### config.mk
export PLATFORM = sky130hd
export DESIGN_NAME = aedt_edge
export DESIGN_NICKNAME = d
export VERILOG_FILES = /design/src/rtl/aedt_edge.sv
export SDC_FILE = /design/constraint.sdc
export NUM_CORES = 1
export LEC_CHECK = 0
export BUFFER_PORTS_ARGS = -buffer_cell sky130_fd_sc_hd__buf_2
export CAP_MARGIN = 20
export CORE_ASPECT_RATIO = 0.6
export CORE_UTILIZATION = 37
export DETAILED_ROUTE_END_ITERATION = 10
export GPL_ROUTABILITY_DRIVEN = 0
export PLACE_DENSITY = 0.54
export SLEW_MARGIN = 20
export SYNTH_ARGS = -nofsm -noshare
export SYNTH_HDL_FRONTEND = slang
export SYNTH_SLANG_ARGS = --single-unit
### constraint.sdc
create_clock -name clk -period 2.2 [get_ports clk]
set_input_delay 0.22 -clock clk [delete_from_list [all_inputs] [get_ports clk]]
set_output_delay 0.22 -clock clk [all_outputs]
set_load 0.02 [all_outputs]
### src/rtl/aedt_edge.sv
module aedt_edge #(
    parameter int DEPTH = 323,
    parameter int EAW   = 9
) (
    input  logic           clk,
    input  logic           we,
    input  logic [EAW-1:0] waddr,
    input  logic           covered,
    input  logic [EAW-1:0] raddr,
    output logic           cost
);

    logic mem [DEPTH];
    logic q;

    always_ff @(posedge clk)
    begin
        if (we)
        begin
            mem[waddr] <= covered;
        end
        q <= mem[raddr];
    end

    // uncovered edge costs one
    assign cost = ~q;

endmodule

# After elaboration in Yosys (flattened, before gate mapping)
# Memory sizes are Yosys's and may differ from the RTL's. A register that Yosys moved wholly into a read port is not among the register bits.
# Cells that the tools add are included.
op_classes:
  bitwise_logic: 1
  muxes: 2
ops:
  columns: ["op", "n"]
  rows:
  - ["$mux W1", 2]
  - ["$not A1 Y1", 1]
totals:
  wordCells: 4
  mem_bits_rw: 323
  regBits: 0
  out_inout_bits: 1
  in_bits: 21
  memories: 1
memory_table:
  columns: ["name", "depth", "width", "read_ports", "rd_ports_with_merged_regs", "write_ports", "line_no", "rtl"]
  rows:
  - ["mem", 323, 1, 1, 1, 1, "13", "logic mem [DEPTH];"]

# Logic depth before layout (Yosys ltp)
depth:
  depth_word: 2
  ltp_mapped: 10
  mapped_depth_nobuf: 6

# Least setup slack after synthesis
# Ideal clock, no wire load.
synth_timing:
  kind: "input to register"
  from: "input raddr[0]"
  to: "register q (read register of mem)"
  path_buffers: 4
  setup_slack_ps: -130
  required_time_ps: 2078
  path_stages: 10
  setup_ps: 122
  arrival_time_ps: 2208
  cell_sequence: "buf_6 > buf_12 > buf_12 > buf_2 > mux4_2 > a22oi_1 > a21oi_1 > nor3b_1 > o21ai_0 > a221o_1"
synth_lines:
  columns: ["element", "line_no", "rtl"]
  rows:
  - ["from (decl)", "9", "input logic [EAW-1:0] raddr,"]
  - ["to (decl)", "14", "logic q;"]

==> results.md <==
- Syn-to-layout area delta: 16.6%
- Yosys Warn Count: 0
- Clock Tree Buf Depth: 3
- Post-route design area: 16500 sq um
- Worst Path Max Fanout: 1
- Syn Nets: 981
- CTS tree: done
- Root Driver: clkbuf_16
- HP Class: primary input to register
- Post-synth top area share: 68.5%
- Tcrit/Tclk final: 96.2%
- Crit path top cell by count: mux4_2
- Gr usage total: 19.4%
- Critical-path top delay cell: mux4_2
- Total number of vias: 8485
- Fin nets: approximately 1.1k
- Core box area: 37700 sq um
- Register area share after synthesis: 68.6%
- Setup-failing EPs final: 0
- Global-route wire length before repair: around 55000 um
- RSZ-0062 raised after global routing: no
- Post-synthesis adder-cell area fraction: 0%
- Critical path cell sequence: mux4_2, mux4_2, a221oi_2, o32ai_1, a221o_1
- DRT Wirelength: 37400 um
- Required time at the worst-slack endpoint: roughly 2.7 ns
- WL/cell: 23.8 um
- Post-synth EDFFs: 323
- Hold_ws: between 0.1 and 0.15 ns
- Seq. cell area: around 10000 sq um
- Layout cell share with drive strength beyond 1: a little under a quarter
- H-Tree Depth: 1
- Fin. Hold Viols: 0
- Final Critical Period: 2.12 ns
- N_diodes: 0
- Cell taking the most area after synthesis: edfxtp_1
- Max stage delay on crit path: 0.48 ns
- Site Rows: 55
- Placement Cell Area: between 15000 and 20000 sq um
- Simple-gate portion of the synthesized area: 11.7%
- Pwr/cell area: 802 nW/um^2
- Commonest cells post-synth: nor2_1 (332), edfxtp_1 (323), mux4_2 (77)
- Fill cells: 3480
- Achievable clock frequency: 0.472 GHz
- Remaining DRCs: 0
- Async SR Flop Fraction: 0%
- WP buf/inv: 0
- Grt total ovfl: 0
- Hpwl dp: 22600 um
- Mux share of post-synthesis cell area: 15.3%
- Largest net degree at the start of global routing: between 100 and 150
- Post-synthesis compound-gate area fraction: 1.64%
- Headroom to the max-slew limit: 59.2%
- Synth top area cells: edfxtp_1 (68%), mux4_2 (12%), nor2_1 (8.8%)
- Vias in the first global route: 8295
- Max VDD drop: 0.556 mV
- Area of the multi-input gates: 4060 sq um
- Crit end category: register
- Die Wd: 255 um
- Leak: a little over 0.005 uW
- Cells after Synth: 960
- Measured slew at the worst slew-check pin: 0.610 ns
- Die Ht: 154 um
- Clock latency on the worst-skew pair: around 0.58 ns
- Status: complete, no violations
- Yosys cell types: 43
- DR vias/cell: approximately 5.4
- Crit-path leading delay family: multiplexers
- CTS clk-pin slew, worst paths: roughly 0.070 ns
- Post-synth top flop: edfxtp_1
- DRT iter0 DRCs: 1027
- Antenna violations before repair: 0
- #FFs+latches synth: 324
- WP data arrival: 2.57 ns
- Total CTS buffers: 30
- XOR/XNOR Fraction of Synth Area: 0%
- Clock Sinks: approximately 320
- Antenna Nets Post-Route: 0
- Largest family of logic cells by synthesized area: multiplexers
- Die ar.: 39100 sq um
- I/O Buffers: 21
- Io pins: 22
- Initial cell density of the core: between 30% and 40%
- Slew Limit Fails: 0
- Initial DRT Pass Iterations: 5
- # Max-Cap Violations: 0
- Mapped Area: 14200 sq um
- Crit Path Class: register to register
- Most frequent cell after synthesis: nor2_1
- Post-Syn Area per Cell: 14.8 sq um
- Clock skew: 0.0147 ns
- CP startpoint kind: register
## metrics by stage
step                setup TNS, ns  utilization (%)  worst slack, ns  cells  power [uW]
floorplan                 -0.0783                -          -0.0783    960        7340
global placement           -0.347             41.0           -0.347   1516        7730
detailed placement         -0.348             41.0           -0.348   1516        7740
CTS                             0             43.8           0.0706   1571       13300
global route                    0             43.8          0.00252   1571       13600
finish                          0             43.8           0.0831   1571       13300
## cell usage in the layout (no fill, tap or decap), types with 2 or more instances in the layout
cell type   synthesis  layout
a211oi_1            2       2
a21oi_1             4       4
a22oi_1             9       8
a31oi_1             3       3
and2_1              2       2
and3b_1             2       2
buf_12              2      11
buf_2               9      19
buf_4               4      93
bufinv_16           0       6
clkbuf_1           62       3
clkbuf_16           0      31
clkinv_1            0       3
clkinv_2            0       4
clkinv_4            0       2
clkinvlp_4          0       5
edfxtp_1          323     323
inv_1               2       2
mux2i_1            25      25
mux4_1              7       7
mux4_2             77      77
nand2_1            34      34
nand2b_1            3       3
nand3_1            12      12
nand3b_1            2       2
nand4_1             4       4
nor2_1            332     332
nor2b_1             9       9
nor3_1              2       2
nor3b_1             5       5
o21ai_0             4       3
## state kept, by name, indices dropped and copies added, names as in the netlist
signal  cells
mem       323
q           1
## path summary, 6_finish.rpt
path	from	to	slack (ns)	cells after the start
worst max-delay path	mem[17]	q	0.08	5
worst min-delay path	covered	mem[124]	0.14	2
worst max register to register	mem[17]	q	0.08	5
worst min register to register	mem[322]	q	0.83	5
## power by group
part / internal (uW) / switching (uW)
clock: 3280 / 2370
combinational: 337 / 470
sequential: 6790 / 4.60
total: 10400 / 2850
## final cells by class
| class | count | share of cell area, % |
|---|---|---|
| clock buffers | 34 | 4.76 |
| multi-input cells | 552 | 24.6 |
| well taps | 513 | 3.88 |
| flip-flops and latches | 324 | 58.8 |
| clock inverters | 20 | 1.61 |
| inverters | 3 | 0.0682 |
| repair buffers | 125 | 6.26 |
## timing repair
action | 4_1_cts | 5_1_grt
setup buffers | 0 | 0
hold buffers | 1 | 0
endpoints found under the hold margin | 1 | 0
endpoints found under the setup margin | 0 | 1
gates resized for setup | 0 | 2
## layer usage
layer	vias to the layer above	part of all wire (%)	routed length [um]	GRT usage, %
met4	0	1.2	442	2.77
met1	4441	50	18800	32.8
met3	36	7.3	2720	3.35
met5	-	0	0	0
li1	3701	-	-	-
met2	307	41	15400	26.1
## cell families after synthesis
kind of cell,count (synthesis)
flip-flops,324
buffers and inverters,84
AO/OA/AOI/OAI,32
multiplexers,109
AND/OR/NAND/NOR,411
Power figures use the tool's default switching activity.
